$ cat config.mk
export PLATFORM = sky130hd
export DESIGN_NAME = looped_sample_playback_sequencer
export DESIGN_NICKNAME = d
export VERILOG_FILES = /design/src/hdl/lsps_pkg.sv /design/src/hdl/looped_sample_playback_sequencer.sv
export SDC_FILE = /design/constraint.sdc
export NUM_CORES = 1
export LEC_CHECK = 0
export BUFFER_PORTS_ARGS = -buffer_cell sky130_fd_sc_hd__buf_4
export CAP_MARGIN = 10
export CORE_ASPECT_RATIO = 0.7
export CORE_MARGIN = 5
export CORE_UTILIZATION = 40
export CTS_CLUSTER_DIAMETER = 60
export DETAILED_ROUTE_END_ITERATION = 12
export GPL_TIMING_DRIVEN = 1
export HOLD_SLACK_MARGIN = 0.05
export SLEW_MARGIN = 25
export SYNTH_ARGS = -nofsm -noshare
export SYNTH_HDL_FRONTEND = slang
export SYNTH_SLANG_ARGS = --single-unit
$ cat constraint.sdc
create_clock -name aclk -period 5.7 [get_ports aclk]
set_input_delay 0.57 -clock aclk [delete_from_list [all_inputs] [get_ports aclk]]
set_output_delay 0.57 -clock aclk [all_outputs]
set_load 0.01 [all_outputs]
$ cat src/hdl/lsps_pkg.sv
// Package for the looped sample playback sequencer.
// Holds the transaction structs, phase encoding, register indexes and reset values.
// No dependencies.
package lsps_pkg;

    localparam int LSPS_ADDR_W_DEF = 16;
    localparam int LSPS_CFG_IDX_W  = 3;
    localparam int LSPS_CFG_DATA_W = 16;
    localparam int LSPS_FIELD_W    = 16;
    localparam int LSPS_TICK_W     = 8;

    // Register indexes on the configuration port.
    localparam logic [LSPS_CFG_IDX_W-1:0] CFG_BELL_LOOP_LEN   = 3'd0;
    localparam logic [LSPS_CFG_IDX_W-1:0] CFG_BELL_TOTAL_LEN  = 3'd1;
    localparam logic [LSPS_CFG_IDX_W-1:0] CFG_HORN_LOOP_START = 3'd2;
    localparam logic [LSPS_CFG_IDX_W-1:0] CFG_HORN_LOOP_END   = 3'd3;
    localparam logic [LSPS_CFG_IDX_W-1:0] CFG_HORN_TOTAL_LEN  = 3'd4;
    localparam logic [LSPS_CFG_IDX_W-1:0] CFG_RELEASE_TICKS   = 3'd5;

    // Register values after reset.
    localparam logic [LSPS_FIELD_W-1:0] RST_BELL_LOOP_LEN   = 16'd2054;
    localparam logic [LSPS_FIELD_W-1:0] RST_BELL_TOTAL_LEN  = 16'd4096;
    localparam logic [LSPS_FIELD_W-1:0] RST_HORN_LOOP_START = 16'd0;
    localparam logic [LSPS_FIELD_W-1:0] RST_HORN_LOOP_END   = 16'd4096;
    localparam logic [LSPS_FIELD_W-1:0] RST_HORN_TOTAL_LEN  = 16'd4096;
    localparam logic [LSPS_TICK_W-1:0]  RST_RELEASE_TICKS   = 8'd2;

    // Item kinds.
    localparam logic OP_SAMPLE_TICK = 1'b0;
    localparam logic OP_SYSTEM_TICK = 1'b1;

    // Phase codes as they appear on phase_out.
    localparam logic [1:0] PHASE_CODE_IDLE    = 2'd0;
    localparam logic [1:0] PHASE_CODE_HELD    = 2'd1;
    localparam logic [1:0] PHASE_CODE_RELEASE = 2'd2;
    localparam logic [1:0] PHASE_CODE_TAIL    = 2'd3;

    typedef enum logic [3:0] {
        PH_IDLE    = 4'b0001,
        PH_HELD    = 4'b0010,
        PH_RELEASE = 4'b0100,
        PH_TAIL    = 4'b1000
    } lsps_phase_t;

    typedef struct packed {
        logic opcode;
        logic button_pressed;
        logic horn_mode;
    } lsps_in_t;

    typedef struct packed {
        logic                    sample_valid;
        logic [LSPS_FIELD_W-1:0] sample_address;
        logic                    horn_playing;
        logic [1:0]              phase_out;
        logic                    power_hold;
    } lsps_out_t;

    function automatic logic [1:0] phase_code(input lsps_phase_t ph);
        logic [1:0] code;
        case (ph)
            PH_IDLE:    code = PHASE_CODE_IDLE;
            PH_HELD:    code = PHASE_CODE_HELD;
            PH_RELEASE: code = PHASE_CODE_RELEASE;
            PH_TAIL:    code = PHASE_CODE_TAIL;
            default:    code = PHASE_CODE_IDLE;
        endcase
        return code;
    endfunction

endpackage

$ cat src/hdl/looped_sample_playback_sequencer.sv
// Top level of the looped sample playback sequencer.
// Depends on lsps_pkg for the transaction structs, phase codes and register indexes.

// Every input transaction yields exactly one result transaction. The phase update,
// position advance and loop wrap for an item are done in a single pass of logic
// between the state registers and the output register, so a new item is accepted
// in every cycle as long as the output register is empty or being drained in that
// cycle. Configuration writes are accepted in any cycle and must only be issued
// while no item is in flight. A press latches bell or horn and starts playback from
// address zero; holding the button loops the sound; a release longer than
// release_ticks system ticks plays the tail to its total length and then returns
// to idle. There is no clearing pass after reset.
module looped_sample_playback_sequencer
    import lsps_pkg::*;
#(
    parameter int ADDRESS_WIDTH = LSPS_ADDR_W_DEF
) (
    input  logic                       aclk,
    input  logic                       aresetn,
    input  logic                       s_valid,
    output logic                       s_ready,
    input  lsps_in_t                   s_data,
    output logic                       m_valid,
    input  logic                       m_ready,
    output lsps_out_t                  m_data,
    input  logic                       cfg_valid,
    output logic                       cfg_ready,
    input  logic [LSPS_CFG_IDX_W-1:0]  cfg_index,
    input  logic [LSPS_CFG_DATA_W-1:0] cfg_data
);

    localparam int AW    = ADDRESS_WIDTH;
    localparam int CMP_W = (AW > LSPS_FIELD_W) ? AW : LSPS_FIELD_W;

    // Configuration registers.
    logic [LSPS_FIELD_W-1:0] bell_loop_len_reg;
    logic [LSPS_FIELD_W-1:0] bell_total_len_reg;
    logic [LSPS_FIELD_W-1:0] horn_loop_start_reg;
    logic [LSPS_FIELD_W-1:0] horn_loop_end_reg;
    logic [LSPS_FIELD_W-1:0] horn_total_len_reg;
    logic [LSPS_TICK_W-1:0]  release_ticks_reg;

    // Playback state.
    lsps_phase_t             phase_reg, phase_next;
    logic                    horn_reg, horn_next;
    logic [AW-1:0]           pos_reg, pos_next;
    logic [LSPS_TICK_W-1:0]  tick_reg, tick_next;
    logic [LSPS_TICK_W-1:0]  stamp_reg, stamp_next;

    // Output stage.
    logic                    m_valid_reg, m_valid_next;
    lsps_out_t               m_data_reg, m_data_next;

    // Intermediate values for one item.
    lsps_phase_t             phase_mid;
    logic [AW-1:0]           pos_mid;
    logic [AW-1:0]           pos_inc;
    logic [CMP_W-1:0]        pos_mid_ext, pos_inc_ext;
    logic [CMP_W-1:0]        loop_end_ext, total_ext, start_ext, addr_ext;
    logic [LSPS_TICK_W-1:0]  elapsed;
    logic                    loop_wrap;
    logic                    smp_valid;
    logic [AW-1:0]           smp_addr;
    logic                    s_fire;

    assign cfg_ready = 1'b1;
    assign s_ready   = !m_valid_reg || m_ready;
    assign s_fire    = s_valid && s_ready;
    assign m_valid   = m_valid_reg;
    assign m_data    = m_data_reg;

    always_ff @(posedge aclk) begin
        if (!aresetn) begin
            bell_loop_len_reg   <= RST_BELL_LOOP_LEN;
            bell_total_len_reg  <= RST_BELL_TOTAL_LEN;
            horn_loop_start_reg <= RST_HORN_LOOP_START;
            horn_loop_end_reg   <= RST_HORN_LOOP_END;
            horn_total_len_reg  <= RST_HORN_TOTAL_LEN;
            release_ticks_reg   <= RST_RELEASE_TICKS;
        end else if (cfg_valid) begin
            case (cfg_index)
                CFG_BELL_LOOP_LEN:   bell_loop_len_reg   <= cfg_data;
                CFG_BELL_TOTAL_LEN:  bell_total_len_reg  <= cfg_data;
                CFG_HORN_LOOP_START: horn_loop_start_reg <= cfg_data;
                CFG_HORN_LOOP_END:   horn_loop_end_reg   <= cfg_data;
                CFG_HORN_TOTAL_LEN:  horn_total_len_reg  <= cfg_data;
                CFG_RELEASE_TICKS:   release_ticks_reg   <= cfg_data[LSPS_TICK_W-1:0];
                default: ;
            endcase
        end
    end

    always_comb begin
        tick_next  = tick_reg + LSPS_TICK_W'(s_data.opcode == OP_SYSTEM_TICK);
        stamp_next = stamp_reg;
        horn_next  = horn_reg;
        phase_mid  = phase_reg;
        pos_mid    = pos_reg;
        elapsed    = tick_next - stamp_reg;

        case (phase_reg)
            PH_IDLE: begin
                if (s_data.button_pressed) begin
                    phase_mid = PH_HELD;
                    horn_next = s_data.horn_mode;
                    pos_mid   = '0;
                end
            end
            PH_HELD: begin
                if (!s_data.button_pressed) begin
                    phase_mid  = PH_RELEASE;
                    stamp_next = tick_next;
                end
            end
            PH_RELEASE: begin
                if (s_data.button_pressed) begin
                    phase_mid = PH_HELD;
                end else if (elapsed > release_ticks_reg) begin
                    phase_mid = PH_TAIL;
                end
            end
            default: ;
        endcase

        pos_inc      = pos_mid + AW'(1);
        pos_mid_ext  = CMP_W'(pos_mid);
        pos_inc_ext  = CMP_W'(pos_inc);
        loop_end_ext = CMP_W'(horn_next ? horn_loop_end_reg : bell_loop_len_reg);
        total_ext    = CMP_W'(horn_next ? horn_total_len_reg : bell_total_len_reg);
        start_ext    = CMP_W'(horn_loop_start_reg);
        // An advance that overflows the position counter also wraps to the loop start.
        loop_wrap    = (pos_inc_ext >= loop_end_ext) || (pos_inc == '0);

        phase_next = phase_mid;
        pos_next   = pos_mid;
        smp_valid  = 1'b0;
        smp_addr   = '0;

        if (s_data.opcode == OP_SAMPLE_TICK && phase_mid != PH_IDLE) begin
            if (phase_mid == PH_TAIL) begin
                if (pos_mid_ext >= total_ext) begin
                    phase_next = PH_IDLE;
                end else begin
                    smp_valid = 1'b1;
                    smp_addr  = pos_mid;
                    pos_next  = pos_inc;
                    if (pos_inc_ext >= total_ext || pos_inc == '0) begin
                        phase_next = PH_IDLE;
                    end
                end
            end else begin
                smp_valid = 1'b1;
                smp_addr  = pos_mid;
                if (loop_wrap) begin
                    pos_next = horn_next ? start_ext[AW-1:0] : '0;
                end else begin
                    pos_next = pos_inc;
                end
            end
        end

        addr_ext                   = CMP_W'(smp_addr);
        m_data_next.sample_valid   = smp_valid;
        m_data_next.sample_address = addr_ext[LSPS_FIELD_W-1:0];
        m_data_next.horn_playing   = horn_next;
        m_data_next.phase_out      = phase_code(phase_next);
        m_data_next.power_hold     = (phase_next != PH_IDLE);

        m_valid_next = s_fire || (m_valid_reg && !m_ready);
    end

    always_ff @(posedge aclk) begin
        if (!aresetn) begin
            phase_reg   <= PH_IDLE;
            horn_reg    <= 1'b0;
            pos_reg     <= '0;
            tick_reg    <= '0;
            stamp_reg   <= '0;
            m_valid_reg <= 1'b0;
        end else begin
            m_valid_reg <= m_valid_next;
            if (s_fire) begin
                phase_reg <= phase_next;
                horn_reg  <= horn_next;
                pos_reg   <= pos_next;
                tick_reg  <= tick_next;
                stamp_reg <= stamp_next;
            end
        end
    end

    always_ff @(posedge aclk) begin
        if (s_fire) begin
            m_data_reg <= m_data_next;
        end
    end

endmodule

==> results of run 1 <==
==> synthesized netlist by cell type (7+ instances only) <==
library cell	count
nand2_1	233
dfxtp_1	126
a21oi_1	107
ha_1	67
inv_1	59
mux2i_1	42
nor2_1	42
clkbuf_1	40
and2_1	24
xnor2_1	22
edfxtp_1	21
nand3_1	20
o21ai_0	15
or2_2	14
nand4_1	13
nor3_1	12
xor2_1	12
a211oi_1	10
a21o_1	9
and3_1	8
o221ai_1	8
o221ai_2	7
==> cells by family after synthesis <==
group | after synthesis | synth area share
other | 1 | 0.000457
adders and majority gates | 68 | 0.105
buffers and inverters | 111 | 0.0545
and+or+nand+nor | 391 | 0.214
DFF | 147 | 0.384
xor gates and xnor gates | 34 | 0.0363
AOI/OAI and AO/OA | 191 | 0.151
muxes | 45 | 0.0556
==> worst max-delay path, stage by stage (launching register included) <==
cell	delay, ns
dfxtp_1	0.60
nor4b_4	0.14
nand2_1	0.29
nand2_1	0.12
inv_1	0.17
ha_1	0.29
nand3_1	0.23
nor2_1	0.30
nand3_1	0.14
xor2_1	0.16
or2_2	0.31
inv_1	0.10
ha_1	0.25
o21ai_0	0.16
o21a_1	0.13
o21ai_0	0.09
nor3_1	0.51
o31ai_1	0.27
nand3_1	0.15
buf_4	0.24
o221ai_1	0.15
==> per-stage QoR <==
step / utilization / hold slack, ns / area [um^2]
5_1_grt: 0.470 / 0.381 / 9410
3_5_place_dp: 0.440 / 0.447 / 8810
4_1_cts: 0.470 / 0.373 / 9410
2_1_floorplan: - / 0.433 / 8210
6_report: 0.470 / 0.384 / 9410
3_3_place_gp: 0.440 / 0.441 / 8810
==> layer usage <==
metal / global-route usage / wire length (um) / vias up
li1: - / - / 3446
met1: 0.325 / 12600 / 3178
met2: 0.242 / 8200 / 217
met3: 0.0379 / 1450 / 15
met4: 0.0415 / 148 / 0
met5: 0 / 0 / -
==> area by class of cell <==
class	count	area [um^2]	area share
inverters	60	225	0.0239
clock buffers	19	464	0.0493
clock inverters	13	135	0.0144
flip-flops and latches	147	3150	0.335
well taps	270	338	0.0359
repair buffers	61	470	0.0500
multi-input cells	730	4630	0.492
==> power by group <==
part | switching [W] | internal (W)
registers | 0.0000149 | 0.00108
logic | 0.000155 | 0.0000915
clock network | 0.000497 | 0.000653
total | 0.000666 | 0.00182
==> path summary, 6_finish.rpt <==
path	end	depth (start not counted)	slack [ns]
max reg2reg	pos_reg[2]$_SDFFE_PN0P_	20	0.76
min	m_valid$_SDFF_PN0_	3	0.38
max	pos_reg[2]$_SDFFE_PN0P_	20	0.76
min reg2reg	horn_loop_end_reg[6]$_SDFFE_PN0P_	2	0.46
==> results.cfg, run 1 <==
[synthesis]
ys.flop_type = dfxtp_1
synth_fp_nets = 1083
yosys.area.top_type_share = 0.307
synth_largest_area_cell = dfxtp_1
postSynth.asyncResetShare = 0
synth_seq_cells = 147
ys_seq_area_frac = 0.384
yosysWarnings = 0
syn-cell-area_um2 = 8210
synth_area_leaders = dfxtp_1, nand2_1, ha_1, edfxtp_1, a21oi_1
avgSynthCellArea_um2 = 8.31
synth-edff-count = 21
syn_inst = 988
synthDistinctLibCells = 59

[final_layout]
drive_gt1_frac = 0.123
syn2layout_area_growth_pct = 14.6
largest_reg_flops = 21
finalNonFillerCells = 1300
fillers = 1998
diodes = 0
nets = 1112
layout_commonest_cell = nand2_1
mostFrequentLayoutCells = nand2_1, dfxtp_1, a21oi_1

[routing]
vias = 6856
routed_wl_um = 22400
drc = 0
firstDrtPassIters = 5
via_per_inst = 5.27
drt_iter0_drc = 706
drt-wirelength-per-cell_um = 17.2
postRouteAntennaNets = 0

[critical_path]
crit_type = reg -> reg
worst_setup_path_startpoint = phase_reg[2]$_SDFFE_PN0P_
cp.arrival_ns = 5.23
required_ns = 5.99
crit_fanout = 13
start_kind = flip-flop
r2r_start = phase_reg[2]$_SDFFE_PN0P_
endpoint_kind = flip-flop

[floorplan]
die_y_um = 130
rows = 43
dieWidth_um = 181
dieArea_um2 = 23500
start_util = 0.410
coreArea_um2 = 20000
num_io_pins = 51

[timing]
rsz0062_at_grt = no
final_max_slew_viol_count = 0
hold_viol_final = 0
fin_skew_ns = 0.0142
min_period_over_period = 0.867
slew_headroom = 0.344
tns_ns = 0
period_needed_ns = 4.94
fin_ws_ns = 0.759
tightest_slew_ns = 0.984
setup_viol = 0
fmax_mhz = 202

[status]
status = completed

[place]
port_buffers = 49
place_ws_ns = 0.709
dp_cells = 1268
dp_hpwl_um = 16300
gp_routability_congestion = 0.892

[power_and_ir_drop]
irDropWorstVdd_v = 0.000117
powerDensity_nw_per_um2 = 264
leakagePower_nw = 3.74
fin_total_pwr_w = 0.00249

[clocking]
clock_latency_ns = 0.44
hold_buffers = 0
cts_tree = yes
cts_inserted_buffers = 17
clkSinkCount = 147
cts_resized = 0
h-tree-depth = 4
post-cts-setup-buffers = 0
clkTransAtPathRegs_ns = 0.07
root_buffer = clkbuf_16
clk_path_buf_depth = 2

[grt]
grt_max_degree = 88
grt_pass1_wl_um = 35700
grt_use_total = 0.192
grt_pass1_vias = 6243
antenna_found_initial = 0
grt.overflow.total = 0

[hold_path]
hp-class = in -> reg
hp-start = s_valid

[job]
maxCapViolCount = 0
No activity file was read; power rests on OpenSTA's default activity.
==> run 2: changes to the inputs <==
--- a/config.mk
+++ b/config.mk
@@ -5,7 +5,7 @@
 export SDC_FILE = /design/constraint.sdc
 export NUM_CORES = 1
 export LEC_CHECK = 0
-export BUFFER_PORTS_ARGS = -buffer_cell sky130_fd_sc_hd__buf_4
+export BUFFER_PORTS_ARGS = -buffer_cell sky130_fd_sc_hd__buf_2
 export CAP_MARGIN = 10
 export CORE_ASPECT_RATIO = 0.7
 export CORE_MARGIN = 5
==> results.cfg, run 2 (synthesis results as in run 1) <==
[floorplan]
dieArea_um2 = 23500
coreArea_um2 = 20000
dieWidth_um = 181
num_io_pins = 51
start_util = 0.410
die_y_um = 130
rows = 43

[routing]
routed_wl_um = 22300
via_per_inst = 5.23
firstDrtPassIters = 5
drc = 0
vias = 6795
postRouteAntennaNets = 0
drt_iter0_drc = 545
drt-wirelength-per-cell_um = 17.1

[grt]
grt_max_degree = 89
met1_usage = 0.309
busiest_layer = met1
grt_use_total = 0.193
grt_pass1_wl_um = 35900
use_met3 = 0.0580
antenna_found_initial = 0
grt_pass1_vias = 6367
grt.overflow.total = 0
gr-usage-met2 = 0.249

[final_layout]
syn2layout_area_growth_pct = 13.1
nets = 1112
finalNonFillerCells = 1299
drive_gt1_frac = 0.122
design_area_um2 = 9290
diodes = 0
layout_commonest_cell = nand2_1
largest_reg_flops = 21
mostFrequentLayoutCells = nand2_1, dfxtp_1, a21oi_1

[critical_path]
start_kind = flip-flop
r2r_start = phase_reg[2]$_SDFFE_PN0P_
endpoint_kind = flip-flop
required_ns = 5.98
worst_setup_path_startpoint = phase_reg[2]$_SDFFE_PN0P_
crit_type = reg -> reg
cp.arrival_ns = 5.37
crit_fanout = 14

[hold_path]
hp-start = s_valid
hp-class = in -> reg

[place]
dp_cells = 1268
port_buffers = 49
dp_hpwl_um = 16300
gp_routability_congestion = 0.897
place_area_um2 = 8690
place_ws_ns = 0.603

[timing]
final_max_slew_viol_count = 0
slew_headroom = 0.350
rsz0062_at_grt = no
period_needed_ns = 5.09
tightest_slew_ns = 0.975
min_period_over_period = 0.893
fin_skew_ns = 0.00863
setup_viol = 0
tns_ns = 0
fin_ws_ns = 0.609
fmax_mhz = 196
hold_viol_final = 0

[clocking]
clkTransAtPathRegs_ns = 0.06
cts_inserted_buffers = 17
root_buffer = clkbuf_16
h-tree-depth = 4
cts_resized = 0
post-cts-setup-buffers = 0
clk_path_buf_depth = 2
hold_buffers = 0
cts_tree = yes
clock_latency_ns = 0.43
clkSinkCount = 147

[power_and_ir_drop]
leakagePower_nw = 3.71
powerDensity_nw_per_um2 = 264
irDropWorstVdd_v = 0.000198

[status]
status = completed

[job]
maxCapViolCount = 0
-- run 2: cell types whose count changed in the layout (fill, tap and decap cells not counted), sizes merged --
| cell | delta |
|---|---|
| clkbuf | +2 |
| clkinv | +2 |
| inv | -5 |
-- run 2: layout make-up --
| type | instances | area (um^2) |
|---|---|---|
| fillers | 2000 | 10700 |
| multi-input cells | 730 | 4630 |
| flip-flops and latches | 147 | 3150 |
| clock buffers | 21 | 503 |
| repair buffers | 61 | 348 |
| well taps | 270 | 338 |
| inverters | 60 | 225 |
| clock inverters | 10 | 92.6 |
-- run 2: metal layers --
metal,share of wire,wire length [um],vias to the layer above
met5,0,0,-
met1,0.55,12200,3100
li1,-,-,3459
met4,0.0089,197,0
met2,0.36,8090,219
met3,0.081,1810,17
-- run 2: where the power goes --
part / switching [W] / internal, W
registers: 0.0000143 / 0.00108
clock network: 0.000449 / 0.000675
logic: 0.000156 / 0.0000818
-- run 2: critical path, cell delays in order, from the launching register on --
cell and delay [ns]:
dfxtp_1 0.58, nor4b_4 0.14, nand2_1 0.38, nand2_1 0.13, inv_1 0.16, ha_1 0.28
nand3_1 0.23, nor2_1 0.33, nand3_1 0.15, xor2_1 0.17, or2_2 0.31, inv_1 0.11
ha_1 0.25, o21ai_0 0.15, o21a_1 0.13, o21ai_0 0.08, nor3_1 0.53, o31ai_1 0.26
nand3_1 0.15, buf_4 0.25, o221ai_1 0.16
-- run 2: worst paths after layout --
path	end	slack, ns	cells past startpoint
min reg2reg	bell_loop_len_reg[13]$_SDFFE_PN0P_	0.45	2
min	m_valid$_SDFF_PN0_	0.39	3
max	pos_reg[4]$_SDFFE_PN0P_	0.61	20
max reg2reg	pos_reg[4]$_SDFFE_PN0P_	0.61	20
-- run 2: metrics by stage --
step	power [W]	hold slack, ns	util
4_1_cts	0.00247	0.378	0.464
6_report	0.00245	0.392	0.464
2_1_floorplan	0.00126	0.433	-
3_5_place_dp	0.00135	0.448	0.434
3_3_place_gp	0.00134	0.438	0.434
5_1_grt	0.00255	0.396	0.464
==> run 3: changes to the inputs <==
--- a/config.mk
+++ b/config.mk
@@ -5,7 +5,7 @@
 export SDC_FILE = /design/constraint.sdc
 export NUM_CORES = 1
 export LEC_CHECK = 0
-export BUFFER_PORTS_ARGS = -buffer_cell sky130_fd_sc_hd__buf_2
+export BUFFER_PORTS_ARGS = -buffer_cell sky130_fd_sc_hd__clkbuf_2
 export CAP_MARGIN = 10
 export CORE_ASPECT_RATIO = 0.7
 export CORE_MARGIN = 5
@@ -14,6 +14,7 @@
 export DETAILED_ROUTE_END_ITERATION = 12
 export GPL_TIMING_DRIVEN = 1
 export HOLD_SLACK_MARGIN = 0.05
+export PLACE_DENSITY = 0.57
 export SLEW_MARGIN = 25
 export SYNTH_ARGS = -nofsm -noshare
 export SYNTH_HDL_FRONTEND = slang
==> results.cfg, run 3 (synthesis results as in run 1) <==
[clocking]
cts_resized = 0
clkSinkCount = 147
clk_path_buf_depth = 2
cts_inserted_buffers = 17
clock_latency_ns = 0.43
hold_buffers = 0
clkTransAtPathRegs_ns = 0.06
cts_tree = yes
h-tree-depth = 4
root_buffer = clkbuf_16
post-cts-setup-buffers = 0

[routing]
postRouteAntennaNets = 0
drc = 0
vias = 6783
firstDrtPassIters = 5
routed_wl_um = 22200
drt_iter0_drc = 618
via_per_inst = 5.22
drt-wirelength-per-cell_um = 17.1

[critical_path]
rr_worst_depth = 20
crit_type = reg -> reg
crit_fanout = 14
required_ns = 5.98
worst-r2r-setup-slack_ns = 0.59
r2r-end = pos_reg[4]$_SDFFE_PN0P_
start_kind = flip-flop
endpoint_kind = flip-flop
endpoint = pos_reg[4]$_SDFFE_PN0P_
cp.arrival_ns = 5.39
r2r_start = phase_reg[2]$_SDFFE_PN0P_
worst_setup_path_startpoint = phase_reg[2]$_SDFFE_PN0P_

[hold_path]
hold_depth = 3
hp-class = in -> reg

[power_and_ir_drop]
powerDensity_nw_per_um2 = 276
irDropWorstVdd_v = 0.000154
leakagePower_nw = 3.73

[grt]
grt_pass1_vias = 6169
grt_pass1_wl_um = 35700
grt.overflow.total = 0
grt_max_degree = 93
grt_use_total = 0.193
antenna_found_initial = 0

[floorplan]
dieArea_um2 = 23500
die_y_um = 130
rows = 43
dieWidth_um = 181
coreArea_um2 = 20000
start_util = 0.410
num_io_pins = 51

[place]
dp_hpwl_um = 16400
gp_routability_congestion = 0.895
port_buffers = 49

[final_layout]
mostFrequentLayoutCells = nand2_1, dfxtp_1, a21oi_1
syn2layout_area_growth_pct = 13.8
layout_commonest_cell = nand2_1
nets = 1111
drive_gt1_frac = 0.122
diodes = 0
largest_reg_flops = 21

[timing]
setup_viol = 0
tightest_slew_ns = 1.02
tns_ns = 0
worst_hold_slack_ns = 0.382
period_needed_ns = 5.11
fmax_mhz = 196
hold_viol_final = 0
slew_headroom = 0.319
rsz0062_at_grt = no
fin_skew_ns = 0.0160
min_period_over_period = 0.897
final_max_slew_viol_count = 0

[status]
status = completed

[job]
maxCapViolCount = 0
==> run 3: changes by cell type in the layout (fill, tap and decap cells not counted), sizes merged <==
cell,before,now
clkinv,5,4
inv,63,64
clkbuf,21,68
bufinv,1,4
buf,61,11
==> run 3: area by class of cell <==
type | count | area (um^2)
clock buffer | 19 | 464
fill | 1978 | 10700
sequential | 147 | 3150
tap | 270 | 338
timing repair buffer | 60 | 340
inverter | 60 | 225
clock inverter | 13 | 194
multi-input combinational | 730 | 4630
==> run 3: metrics by stage <==
stage | cell area, um^2 | util | cells | setup WS (ns) | total power [W]
2_1_floorplan | 8210 | - | 988 | 1.27 | 0.00126
3_3_place_gp | 8680 | 0.434 | 1267 | 0.727 | 0.00134
3_5_place_dp | 8680 | 0.434 | 1267 | 0.588 | 0.00134
4_1_cts | 9340 | 0.466 | 1299 | 0.728 | 0.00259
5_1_grt | 9340 | 0.467 | 1299 | 0.139 | 0.00267
6_report | 9340 | 0.467 | 1299 | 0.590 | 0.00258
==> run 3: critical path: stages, from the launching register on <==
cell,delay (ns)
dfxtp_1,0.60
nor4b_4,0.13
nand2_1,0.39
nand2_1,0.14
inv_1,0.17
ha_1,0.30
nand3_1,0.23
nor2_1,0.31
nand3_1,0.13
xor2_1,0.16
or2_2,0.31
inv_1,0.10
ha_1,0.25
o21ai_0,0.15
o21a_1,0.13
o21ai_0,0.08
nor3_1,0.53
o31ai_1,0.27
nand3_1,0.15
buf_4,0.24
o221ai_1,0.16
==> run 3: power breakdown <==
part           internal, W  total (W)  switching (W)
clock             0.000778    0.00126       0.000477
sequential         0.00108    0.00109      0.0000144
combinational    0.0000805   0.000233       0.000152
==> run 3: how the worst min path moves through the flow <==
stage	startpoint	endpoint
4_1_cts	s_valid	m_valid$_SDFF_PN0_
3_3_place_gp	horn_total_len_reg[14]$_SDFFE_PN0P_	horn_total_len_reg[14]$_SDFFE_PN0P_
3_5_place_dp	horn_loop_end_reg[5]$_SDFFE_PN0P_	horn_loop_end_reg[5]$_SDFFE_PN0P_
2_1_floorplan	horn_loop_end_reg[0]$_SDFFE_PN0P_	horn_loop_end_reg[0]$_SDFFE_PN0P_
5_1_grt	s_valid	m_valid$_SDFF_PN0_
6_report	s_valid	m_valid$_SDFF_PN0_
==> run 3: layer usage <==
metal	vias up	GRT usage	wire length, um	share of wire
met5	-	0	0	0
met4	0	0.0348	170	0.0077
met3	14	0.0460	1490	0.067
met2	201	0.238	7950	0.36
met1	3114	0.326	12600	0.57
li1	3454	-	-	-
